**config.mk**
```make
export PLATFORM = sky130hd
export DESIGN_NAME = vlc_front
export DESIGN_NICKNAME = d
export VERILOG_FILES = /design/src/design/vlc_pkg.sv /design/src/design/vlc_front.sv
export SDC_FILE = /design/constraint.sdc
export NUM_CORES = 2
export LEC_CHECK = 0
export BUFFER_PORTS_ARGS = -buffer_cell sky130_fd_sc_hd__buf_2
export CAP_MARGIN = 20
export CORE_ASPECT_RATIO = 1.4
export CORE_MARGIN = 2
export CORE_UTILIZATION = 53
export DETAILED_ROUTE_END_ITERATION = 8
export PLACE_DENSITY_LB_ADDON = 0.08
export SLEW_MARGIN = 10
export SYNTH_ARGS = -nofsm -noshare
export SYNTH_HDL_FRONTEND = slang
export SYNTH_SLANG_ARGS = --single-unit
export TNS_END_PERCENT = 10
```
**constraint.sdc**
```tcl
create_clock -name clk -period 42.5 [get_ports clk]
set_input_delay 8.5 -clock clk [delete_from_list [all_inputs] [get_ports clk]]
set_output_delay 8.5 -clock clk [all_outputs]
set_load 0.03 [all_outputs]
```
**src/design/vlc_pkg.sv**
```systemverilog
// Package of shared types, constants and helpers for the viseme level classifier.
`timescale 1ns / 1ps
`default_nettype none
package vlc_pkg;
    localparam int ENERGY_BITS = 24;
    localparam int MAX_LEVELS  = 16;
    localparam int LVL_W       = $clog2(MAX_LEVELS + 1);
    localparam int WE_W        = ENERGY_BITS + 10;
    localparam int SUM_W       = WE_W + 3;
    localparam int NUM_W       = SUM_W + 6;
    localparam int DIVN_W      = NUM_W + LVL_W;
    localparam int DIVD_W      = SUM_W + 5;
    localparam int CNT_W       = $clog2(DIVN_W + 1);
    localparam logic [1:0] REG_NOISE = 2'd0;
    localparam logic [1:0] REG_LEVELS = 2'd1;
    localparam logic [1:0] REG_RATE = 2'd2;
    localparam logic [1:0] REG_HOLD = 2'd3;
    localparam logic [2:0] VIS_AH = 3'd0;

    typedef struct packed {
        logic [2:0]       vis;
        logic             gate;
        logic [DIVN_W-1:0] num;
        logic [DIVD_W-1:0] den;
        logic [31:0]      now;
    } vlc_item_t;

    typedef enum logic [1:0] {ST_IDLE, ST_DIV, ST_SMOOTH, ST_OUT} vlc_state_t;

    function automatic logic [WE_W-1:0] weigh(input logic [ENERGY_BITS-1:0] e,
                                              input logic [2:0] i);
        logic [9:0] w;
        begin
            case (i)
                3'd0: w = 10'd154;
                3'd1: w = 10'd256;
                3'd2: w = 10'd461;
                3'd3: w = 10'd563;
                default: w = 10'd666;
            endcase
            weigh = WE_W'(e) * WE_W'(w);
        end
    endfunction
endpackage
`default_nettype wire

```
**src/design/vlc_front.sv**
```systemverilog
// Front end: weighting, viseme choice, level numerator and divisor, and the two-entry queue.
`timescale 1ns / 1ps
`default_nettype none
module vlc_front import vlc_pkg::*; (
    input  wire logic                   clk,
    input  wire logic                   rst_n,
    input  wire logic [ENERGY_BITS-1:0] e0,
    input  wire logic [ENERGY_BITS-1:0] e1,
    input  wire logic [ENERGY_BITS-1:0] e2,
    input  wire logic [ENERGY_BITS-1:0] e3,
    input  wire logic [ENERGY_BITS-1:0] e4,
    input  wire logic [31:0]            now_ms,
    input  wire logic                   push,
    output logic                        full,
    input  wire logic [25:0]            noise_threshold,
    input  wire logic [LVL_W-1:0]       top,
    output logic                        q_valid,
    output vlc_item_t                   q_item,
    input  wire logic                   q_take
);
    logic [WE_W-1:0] w_reg [5];
    logic [31:0] now_reg;
    logic s1_reg, s1_next, fifo_full;
    logic [SUM_W-1:0] sum;
    logic [2:0] best, runner, vis;
    logic [WE_W-1:0] wb;
    vlc_item_t it;
    logic [1:0] cnt_reg, cnt_next;
    vlc_item_t mem_reg [2];
    logic rd_reg, wr_reg;
    logic do_push;

    assign fifo_full = cnt_reg == 2'd2;
    assign full = s1_reg && fifo_full;
    assign do_push = s1_reg && !fifo_full;
    assign s1_next = push && !full ? 1'b1 : (do_push ? 1'b0 : s1_reg);

    always_ff @(posedge clk) begin
        if (push && !full) begin
            w_reg[0] <= weigh(e0, 3'd0);
            w_reg[1] <= weigh(e1, 3'd1);
            w_reg[2] <= weigh(e2, 3'd2);
            w_reg[3] <= weigh(e3, 3'd3);
            w_reg[4] <= weigh(e4, 3'd4);
            now_reg <= now_ms;
        end
    end

    always_comb begin
        sum = '0;
        for (int i = 0; i < 5; i++)
            sum = sum + SUM_W'(w_reg[i]);
        best = 3'd0;
        for (int i = 1; i < 5; i++)
            if (w_reg[i] > w_reg[best]) best = 3'(i);
        runner = 3'd1;
        for (int i = 2; i < 5; i++)
            if (w_reg[i] > w_reg[runner]) runner = 3'(i);
        wb = w_reg[best];
        vis = best;
        if (best == VIS_AH && ({2'b0, w_reg[runner]} << 2) >=
            ({2'b0, w_reg[0]} + ({2'b0, w_reg[0]} << 1)))
            vis = runner;
        it.vis = vis;
        it.gate = sum != '0 && {2'b0, wb} > (36'(noise_threshold) << 8);
        it.num = DIVN_W'((NUM_W'(wb) * NUM_W'(50) - NUM_W'(sum) * NUM_W'(6))
                 * DIVN_W'(top - LVL_W'(1)));
        it.den = DIVD_W'(sum) * DIVD_W'(22);
        it.now = now_reg;
    end

    assign cnt_next = cnt_reg + 2'(do_push) - 2'(q_take);

    always_ff @(posedge clk or negedge rst_n) begin
        if (!rst_n) begin
            s1_reg <= 1'b0;
            cnt_reg <= '0;
            rd_reg <= 1'b0;
            wr_reg <= 1'b0;
        end
        else begin
            s1_reg <= s1_next;
            cnt_reg <= cnt_next;
            if (do_push) wr_reg <= !wr_reg;
            if (q_take) rd_reg <= !rd_reg;
        end
    end

    always_ff @(posedge clk) begin
        if (do_push) mem_reg[wr_reg] <= it;
    end

    assign q_valid = cnt_reg != 2'd0;
    assign q_item = mem_reg[rd_reg];
endmodule
`default_nettype wire

```
==> results.md <==
- Utilization after layout: 57.7%
- Peak Freq: 0.0469 GHz
- First-pass GRT wire length: 281000 um
- Main synth FF type: edfxtp_1
- Seq/Total Area, Yosys: 20.9%
- Actual slew at the worst max-slew pin: 1030 ps
- Setup crit end kind: flop
- Core area: 0.118 mm2
- CTS tree: yes
- TritonCTS Sinks: 440
- Final period util: 50.2%
- Status: completed
- YS warnings: 0
- Via-to-Cell Ratio: 5.78
- Initial antenna violation count: 9
- Post-cts sizing count: 0
- Share of layout cells above drive strength 1: 9.58%
- RePlAce Congestion: 0.996
- IO Port Bufs: 312
- Initial DRT Pass Iterations: 7
- Die area: 0.122 mm2
- Number of flip-flops under the largest register name: 246
- Synth top area cells: ha_1 23%, edfxtp_1 21%, fa_1 18%, inv_1 5.3%, a21o_1 3.3%
- Tot GR Track Use: 30.4%
- Total congestion overflow: 0
- Critical Path Start Type: flop
- Max cap viols: 0
- Slew HR: 30.6%
- Setup Fix Bufs, Post-CTS: 0
- Cells after Synth: 6276
- Die X: 296 um
- Largest net degree at the start of global routing: 73
- HPWL after DPL: 158000 um
- Yosys cell types: 92
- Post-synth top cells: 1185 x ha_1, 887 x inv_1, 559 x fa_1
- Most frequent cell after synthesis: ha_1
- Initial Util: 53.5%
- Final ANT Viol Nets: 0
- Crit path time final: 21320 ps
- Slowest CP cell: o22ai_4
- Mean cell area of the mapped netlist: 10.1 um2
- Critical Path AT: 21660 ps
- #FFs+latches synth: 440
- Yosys top cell by area: ha_1
- Cts hold-fix bufs: 0
- Number of global-route vias before repair: 49.2k
- Initial DRC Count: 2500
- Setup TNS Final: 0 ps
- Final Setup Violations: 0
- WP data required: 42840 ps
- Remaining DRCs: 0
- Post-layout net count: 8507
- HP Class: flop to flop
- EDFF count, synth: 435
- Routed WL: 184000 um
- Worst Path Max Fanout: 48
- Worst-path clk slew: 60 ps
- H-tree Lvls: 2
- FP Rows: 149
- Worst Clk Skew: 69.1 ps
- CTS Buf Count: 44
- Share of the synthesized area in the top cell type: 23.5%
- Top Ports: 315
- Wire per inst: 22.5 um
- Max clock buf depth: 3
- Final Max Slew Viols: 0
- Worst Path Class, Setup: flop to flop
- CP most frequent cell: ha_1
- Place WS: 21410 ps
- Clock latency on the worst-skew pair: 660 ps
- Number of fill cells: 10.5k
- Hold Fails Final Rpt: 0
- Synthesized area: 0.0631 mm2
- Layout area overhead: 7.89%
- RSZ-0062 raised after global routing: no
- Die H: 412 um
- Vias: 47.4k
- Ys async rst share: 1.14%
- Setup ws final: 21180 ps
- Clock Tree Root: clkbuf_16
- Max stage delay on crit path: 570 ps
critical path, delay by kind of cell, from the launching register on:
family / cells / cell delay [ps]
XOR/XNOR: 3 / 720
multiplexers: 1 / 220
AND/OR/NAND/NOR: 13 / 2130
adder cells (fa/ha/maj): 14 / 5200
buffers and inverters: 7 / 1850
AO/OA/AOI/OAI: 42 / 10310
flip-flops: 1 / 520
per-layer routing:
layer  vias to the layer above  global-route usage (%)  share of wire, %
met5                         -                       0             0.058
met4                        16                    19.5               7.8
met3                       426                    3.18               3.9
met2                      1127                    55.4                51
met1                     23100                    33.6                38
li1                      22700                       -                 -
cell families after synthesis:
group,synth area share (%)
other,0.00594
DFF,20.9
muxes,4.24
adders and majority gates,41.2
AOI/OAI and AO/OA,13.2
xor gates and xnor gates,4.71
buffers and inverters,6.08
and+or+nand+nor,9.66
cell type report:
| type | count | area, um2 | area share, % |
|---|---|---|---|
| Multi-Input combinational cell | 4838 | 46200 | 67.9 |
| Sequential cell | 440 | 13200 | 19.4 |
| Inverter | 889 | 3340 | 4.90 |
| Tap cell | 1585 | 1980 | 2.91 |
| Timing Repair Buffer | 363 | 1940 | 2.85 |
| Clock buffer | 50 | 1120 | 1.65 |
| Clock inverter | 25 | 287 | 0.421 |
| Antenna cell | 1 | 2.50 | 0.00368 |
final timing paths:
path,endpoint,depth (start not counted),startpoint,slack [ps]
worst min register to register,mem_reg[1][22]$_DFFE_PP_,0,now_reg[22]$_DFFE_PP_,450
max in group asynchronous,rd_reg$_DFFE_PN0P_,1,rst_n,34660
worst max-delay path,mem_reg[1][116]$_DFFE_PP_,80,w_reg[0][19]$_DFFE_PP_,21180
worst min-delay path,mem_reg[1][22]$_DFFE_PP_,0,now_reg[22]$_DFFE_PP_,450
worst max register to register,mem_reg[1][116]$_DFFE_PP_,80,w_reg[0][19]$_DFFE_PP_,21180
min in group asynchronous,cnt_reg[1]$_DFF_PN0_,1,rst_n,7690
stage by stage:
stage,hold WS (ps),cell area [um2],instances
3_3_place_gp,422,66700,8113
2_1_floorplan,421,63100,6277
3_5_place_dp,433,66700,8115
6_report,447,68100,8191
5_1_grt,454,68100,8190
4_1_cts,447,68100,8190
placed cells by master, fill, tap and decap left out, types with 55 or more instances in the layout:
master,instances
o21bai_1,55
xor2_1,109
nand2b_1,102
nor3_1,74
inv_1,887
edfxtp_1,435
a21oi_1,392
nor2b_1,59
nand4_1,76
a21o_1,274
o21a_1,70
o21ai_0,182
buf_2,314
nand3_1,76
mux2_2,139
nor2_1,390
xnor2_1,226
mux2i_1,111
nand2_1,235
ha_1,1185
fa_1,559
Power is not shown: default switching activity piles up to over one toggle a cycle in this logic, so the estimate is an artifact.
