`config.mk`:
```
export PLATFORM = sky130hd
export DESIGN_NAME = vlc_back
export DESIGN_NICKNAME = d
export VERILOG_FILES = /design/src/design/vlc_pkg.sv /design/src/design/vlc_back.sv
export SDC_FILE = /design/constraint.sdc
export NUM_CORES = 2
export LEC_CHECK = 0
export BUFFER_PORTS_ARGS = -buffer_cell sky130_fd_sc_hd__buf_2
export CORE_MARGIN = 2
export CORE_UTILIZATION = 35
export CTS_CLUSTER_SIZE = 14
export DETAILED_ROUTE_END_ITERATION = 10
export PLACE_DENSITY = 0.58
export SLEW_MARGIN = 20
export SYNTH_ARGS = -nofsm -noshare
export SYNTH_HDL_FRONTEND = slang
export SYNTH_SLANG_ARGS = --single-unit
```
`constraint.sdc`:
```
create_clock -name clk -period 11.4 [get_ports clk]
set_input_delay 1.14 -clock clk [delete_from_list [all_inputs] [get_ports clk]]
set_output_delay 1.14 -clock clk [all_outputs]
set_load 0.01 [all_outputs]
```
`src/design/vlc_pkg.sv`:
```
// Package of shared types, constants and helpers for the viseme level classifier.
`timescale 1ns / 1ps
`default_nettype none
package vlc_pkg;
    localparam int ENERGY_BITS = 24;
    localparam int MAX_LEVELS  = 16;
    localparam int LVL_W       = $clog2(MAX_LEVELS + 1);
    localparam int WE_W        = ENERGY_BITS + 10;
    localparam int SUM_W       = WE_W + 3;
    localparam int NUM_W       = SUM_W + 6;
    localparam int DIVN_W      = NUM_W + LVL_W;
    localparam int DIVD_W      = SUM_W + 5;
    localparam int CNT_W       = $clog2(DIVN_W + 1);
    localparam logic [1:0] REG_NOISE = 2'd0;
    localparam logic [1:0] REG_LEVELS = 2'd1;
    localparam logic [1:0] REG_RATE = 2'd2;
    localparam logic [1:0] REG_HOLD = 2'd3;
    localparam logic [2:0] VIS_AH = 3'd0;

    typedef struct packed {
        logic [2:0]       vis;
        logic             gate;
        logic [DIVN_W-1:0] num;
        logic [DIVD_W-1:0] den;
        logic [31:0]      now;
    } vlc_item_t;

    typedef enum logic [1:0] {ST_IDLE, ST_DIV, ST_SMOOTH, ST_OUT} vlc_state_t;

    function automatic logic [WE_W-1:0] weigh(input logic [ENERGY_BITS-1:0] e,
                                              input logic [2:0] i);
        logic [9:0] w;
        begin
            case (i)
                3'd0: w = 10'd154;
                3'd1: w = 10'd256;
                3'd2: w = 10'd461;
                3'd3: w = 10'd563;
                default: w = 10'd666;
            endcase
            weigh = WE_W'(e) * WE_W'(w);
        end
    endfunction
endpackage
`default_nettype wire

```
`src/design/vlc_back.sv`:
```
// Back end: restoring divider, level smoothing, viseme hold and result register.
`timescale 1ns / 1ps
`default_nettype none
module vlc_back import vlc_pkg::*; (
    input  wire logic              clk,
    input  wire logic              rst_n,
    input  wire logic              q_valid,
    input  wire vlc_item_t         q_item,
    output logic                   q_take,
    input  wire logic [LVL_W-1:0]  top,
    input  wire logic [15:0]       decay_rate,
    input  wire logic [15:0]       decay_hold_ms,
    output logic                   empty,
    input  wire logic              pop,
    output logic                   silent,
    output logic [2:0]             viseme,
    output logic [3:0]             frame_row,
    output logic [4:0]             loudness
);
    vlc_state_t st_reg, st_next;
    vlc_item_t it_reg;
    logic [DIVN_W-1:0] quo_reg;
    logic [DIVD_W:0] rem_reg;
    logic [CNT_W-1:0] cnt_reg;
    logic [DIVD_W:0] trial;
    logic [LVL_W-1:0] raw, cur, lvl_c, sm_reg;
    logic [31:0] dstart_reg, elapsed;
    logic decaying_reg;
    logic [LVL_W-1:0] last_reg;
    logic [2:0] held_reg, vis_c;
    logic [47:0] prod;
    logic [40:0] dec;
    logic full_out_reg;
    logic out_load;
    logic nd, ns;
    logic [31:0] nds;

    assign trial = {rem_reg[DIVD_W-1:0], quo_reg[DIVN_W-1]};
    assign out_load = (st_reg == ST_OUT) && (!full_out_reg || pop);

    always_comb begin
        st_next = st_reg;
        unique case (st_reg)
            ST_IDLE:   if (q_valid) st_next = ST_DIV;
            ST_DIV:    if (cnt_reg == CNT_W'(DIVN_W - 1)) st_next = ST_SMOOTH;
            ST_SMOOTH: st_next = ST_OUT;
            ST_OUT:    if (!full_out_reg || pop) st_next = ST_IDLE;
            default:   st_next = ST_IDLE;
        endcase
    end

    always_comb begin
        q_take = 1'b0;
        unique case (st_reg)
            ST_IDLE: q_take = q_valid;
            default: q_take = 1'b0;
        endcase
    end

    always_comb begin
        raw = '0;
        if (it_reg.gate)
            raw = (quo_reg >= DIVN_W'(top)) ? top : LVL_W'(quo_reg) + LVL_W'(1);
        elapsed = it_reg.now - dstart_reg;
        prod = 48'(decay_rate) * 48'(elapsed);
        dec = 41'((49'(prod) + 49'd255) >> 8);
        cur = sm_reg;
        nd = decaying_reg;
        nds = dstart_reg;
        if (raw >= cur) begin
            if (raw - cur > LVL_W'(5)) begin
                cur = cur + LVL_W'(5);
                if (cur > top) cur = top;
            end
            else cur = raw;
            nd = 1'b0;
            nds = '0;
        end
        else if (!decaying_reg) begin
            nd = 1'b1;
            nds = it_reg.now;
        end
        else if (elapsed >= 32'(decay_hold_ms) && cur <= LVL_W'(5)) begin
            cur = '0;
            nd = 1'b0;
            nds = '0;
        end
        else begin
            lvl_c = (dec >= 41'(cur)) ? '0 : cur - LVL_W'(dec);
            if (lvl_c < raw) begin
                cur = raw;
                nd = 1'b0;
                nds = '0;
            end
            else cur = lvl_c;
        end
        lvl_c = cur;
        ns = lvl_c == '0;
        vis_c = (lvl_c < last_reg) ? held_reg : it_reg.vis;
    end

    always_ff @(posedge clk or negedge rst_n) begin
        if (!rst_n) begin
            st_reg <= ST_IDLE;
            cnt_reg <= '0;
            sm_reg <= '0;
            dstart_reg <= '0;
            decaying_reg <= 1'b0;
            last_reg <= '0;
            held_reg <= VIS_AH;
            full_out_reg <= 1'b0;
        end
        else begin
            st_reg <= st_next;
            if (out_load) full_out_reg <= 1'b1;
            else if (pop && full_out_reg) full_out_reg <= 1'b0;
            if (st_reg == ST_IDLE) cnt_reg <= '0;
            if (st_reg == ST_DIV) cnt_reg <= cnt_reg + CNT_W'(1);
            if (out_load) begin
                sm_reg <= lvl_c;
                decaying_reg <= nd;
                dstart_reg <= nds;
                last_reg <= lvl_c;
                if (!ns && lvl_c >= last_reg) held_reg <= it_reg.vis;
            end
        end
    end

    always_ff @(posedge clk) begin
        if (q_take) begin
            it_reg <= q_item;
            quo_reg <= q_item.num;
            rem_reg <= '0;
        end
        else if (st_reg == ST_DIV) begin
            if (trial >= {1'b0, it_reg.den}) begin
                rem_reg <= trial - {1'b0, it_reg.den};
                quo_reg <= {quo_reg[DIVN_W-2:0], 1'b1};
            end
            else begin
                rem_reg <= trial;
                quo_reg <= {quo_reg[DIVN_W-2:0], 1'b0};
            end
        end
        if (out_load) begin
            silent <= ns;
            viseme <= ns ? 3'd0 : vis_c;
            frame_row <= ns ? 4'd0 : 4'(lvl_c - LVL_W'(1));
            loudness <= 5'(lvl_c);
        end
    end

    assign empty = !full_out_reg;
endmodule
`default_nettype wire

```
==> reports/results.ini <==
[outcome]
status=complete, but fails checks
violations=negative setup slack

[timing]
relSlewSlack_pct=28.7
drv_slew=0
fin_worst_skew_ps=61.8
rsz0062_at_grt=true
tightest_slew_ps=1070
final.period_utilization_pct=104
period_needed_ps=11870
hold_viol_final=0
setup_viol=6
timing.fmax_mhz=84.3
setup_tns_ps=-2120
fin_ws_ps=-467

[logic_synthesis]
synth-seq-cells=231
yosysUniqueCellTypes=86
synth-edff-count=139
ys_seq_area_share_pct=19.5
ys_async_sr_fraction_pct=21.6
yosysWarnings=0
synth_fp_nets=4456
syn_area_per_cell_um2=8.96
synth_cells=3585
synth-main-ff-cell=edfxtp_1
syn-cell-area_mm2=0.0321

[power_and_ir_drop]
switching_share_pct=45.5
ir_drop_uv=368
combPwrFrac_pct=83.3
internal_power_mw=5.67
switchingPower_mw=4.73
p_per_area_mw_per_mm2=261
p_seq_share_pct=8.5
power_frac_clock_pct=8.2
p_leak_nw=19.2

[placement]
dp_hpwl_mm=73.4
port_buffers=181
placed_cells=5205
placed_area_mm2=0.0377
gp_congestion=0.909

[critical_path]
cpMostUsedCell=a21o_1
cp_data_required_time_ps=11860
worst_setup_path_end_kind=flip-flop
cp_slowest_cell=fa_1
reg2reg_to=held_reg[1]
rr_worst_depth=48
cp_max_fo=7
worst_ep_arrival_time_ps=12320
reg2reg_setup_slack_ps=-470
max_stage_delay_ps=610
start_kind=flip-flop
timing.rr.start=it_reg[1]
crit_type=flip-flop to flip-flop

[final_layout]
nets=4970
largest_register_ffs=78
mostFrequentLayoutCells=inv_1 (589), nand2_1 (511), buf_4 (420)
drive_above_1_share_pct=22.0
instances_no_fill=5304
final_util_pct=43.7
stdcell_area_mm2=0.0398
antennaDiodeCount=0
layout_commonest_cell=inv_1
syn2layout_area_growth_pct=24.0

[clock_tree]
ctsHtreeMaxLevel=1
cts.clk_slew.worst_paths_ps=60
cts_buffers=25
cts_tree=yes
cts.sinks=231
clockBufferDepth=3
cts-root-buf=clkbuf_16
clk_latency_ps=600
postCtsHoldBufs=0

[grt]
grt_pass1_vias=27400
track_usage_pct=19.4
grt-ovfl-total=0
grt_first_pass_wirelength_mm=147
antenna_found_initial=5
grt_max_degree=111

[floorplan]
core-area_mm2=0.0912
die_h_um=307
rows=111
fp.dieW_um=307
dieArea_mm2=0.0942
initial_core_util_pct=35.2
ios=182

[min_path]
hold_path.class=flip-flop to flip-flop
hold_depth=1
worstHoldStart=cnt_reg[5]
min_to=cnt_reg[5]

[route]
via_per_inst=4.95
post_drt_wl_per_cell_um=17.2
first_pass_iters=5
drt_iter0_markers=1296
ant_nets=0
dr_total_vias=26300
wl_mm=91.3
drc=0

[job]
maxCapViolations=0

[stage by stage]
step / total power, mW / hold slack, ps / worst slack (ps)
CTS: 9.91 / 496 / -459
global placement: 8.62 / 482 / -827
detailed placement: 8.62 / 481 / -918
floorplan: 5.47 / 453 / 0.296
global route: 11.3 / 521 / -892
finish: 10.4 / 491 / -467
[how the worst max path moves through the flow]
stage	end	startpoint
2_1_floorplan	held_reg[0]	dstart_reg[0]
3_3_place_gp	held_reg[0]	it_reg[1]
3_5_place_dp	held_reg[0]	it_reg[1]
4_1_cts	held_reg[1]	it_reg[1]
5_1_grt	held_reg[2]	it_reg[1]
6_report	held_reg[1]	it_reg[1]
[cell families (layout without fill, tap and decap cells)]
kind of cell / Yosys count / after routing / synth area share, %
simple gates: 1154 / 1155 / 17.6
flops: 231 / 231 / 19.5
compound gates: 597 / 597 / 12.4
xor+xnor: 96 / 97 / 2.62
fa+ha+maj: 704 / 704 / 37.4
buf+inv: 755 / 1286 / 8.87
mux: 48 / 48 / 1.56
[critical path, delay by kind of cell (launching register included)]
kind	cells	cell delay, ps
buffers and inverters	6	790
and+or+nand+nor	9	1870
xor gates and xnor gates	2	240
muxes	1	320
AOI/OAI and AO/OA	20	3870
DFF	1	420
adders and majority gates	10	4220
[power by group through the flow]
stage               Sequential [mW]  Combinational [mW]  Clock (mW)
floorplan                     0.900                4.57           0
global route                  0.882                9.51       0.908
global placement              0.900                7.72           0
CTS                           0.882                8.14       0.887
detailed placement            0.900                7.72           0
finish                        0.883                8.67       0.854
[area by class of cell]
cell class / instances / area, um2
Clock buffer: 32 / 682
Clock inverter: 14 / 151
Fill cell: 8909 / 51400
Inverter: 600 / 2260
Multi-Input combinational cell: 2601 / 24300
Sequential cell: 231 / 6270
Tap cell: 1186 / 1480
Timing Repair Buffer: 640 / 4720
[what timing repair did]
action,in CTS,in global routing
gates resized for setup,73,96
setup buffers,26,25
setup endpoints to repair,11,46
pin swaps,68,99
gates cloned,3,1
[cell usage after synthesis, drive strengths merged (17+ instances only)]
cell type  instances  area share, %
a211oi            41           0.96
a21o              76            1.8
a21oi            146            2.3
a22o              36           0.98
a31oi             20           0.39
and2             236            4.6
and3              29           0.58
buf               18           0.26
clkbuf           137            1.6
dfrtp             50            3.9
dfxtp             42            2.6
edfxtp           139             13
fa               429             27
ha               275             11
inv              600            7.0
mux2i             40            1.2
nand2            523            6.1
nand2b            24           0.47
nand3             40           0.62
nand4             39           0.76
nor2             111            1.3
nor2b             33           0.64
nor3              43           0.67
nor4              18           0.42
o211ai            17           0.41
o21a              31           0.72
o21ai            123            1.9
o21bai            17           0.41
xnor2             55            1.5
xor2              41            1.1
[routing by layer]
layer  wire, um  track usage (%)  part of all wire [%]  up-vias
met3       4860             3.46                   5.3      121
li1           -                -                     -    12700
met1      42100             26.6                    46    12900
met5         78                0                 0.085        -
met4       2050             4.39                   2.2       10
met2      42300             32.0                    46      538
(Power assumes the default switching activity.)
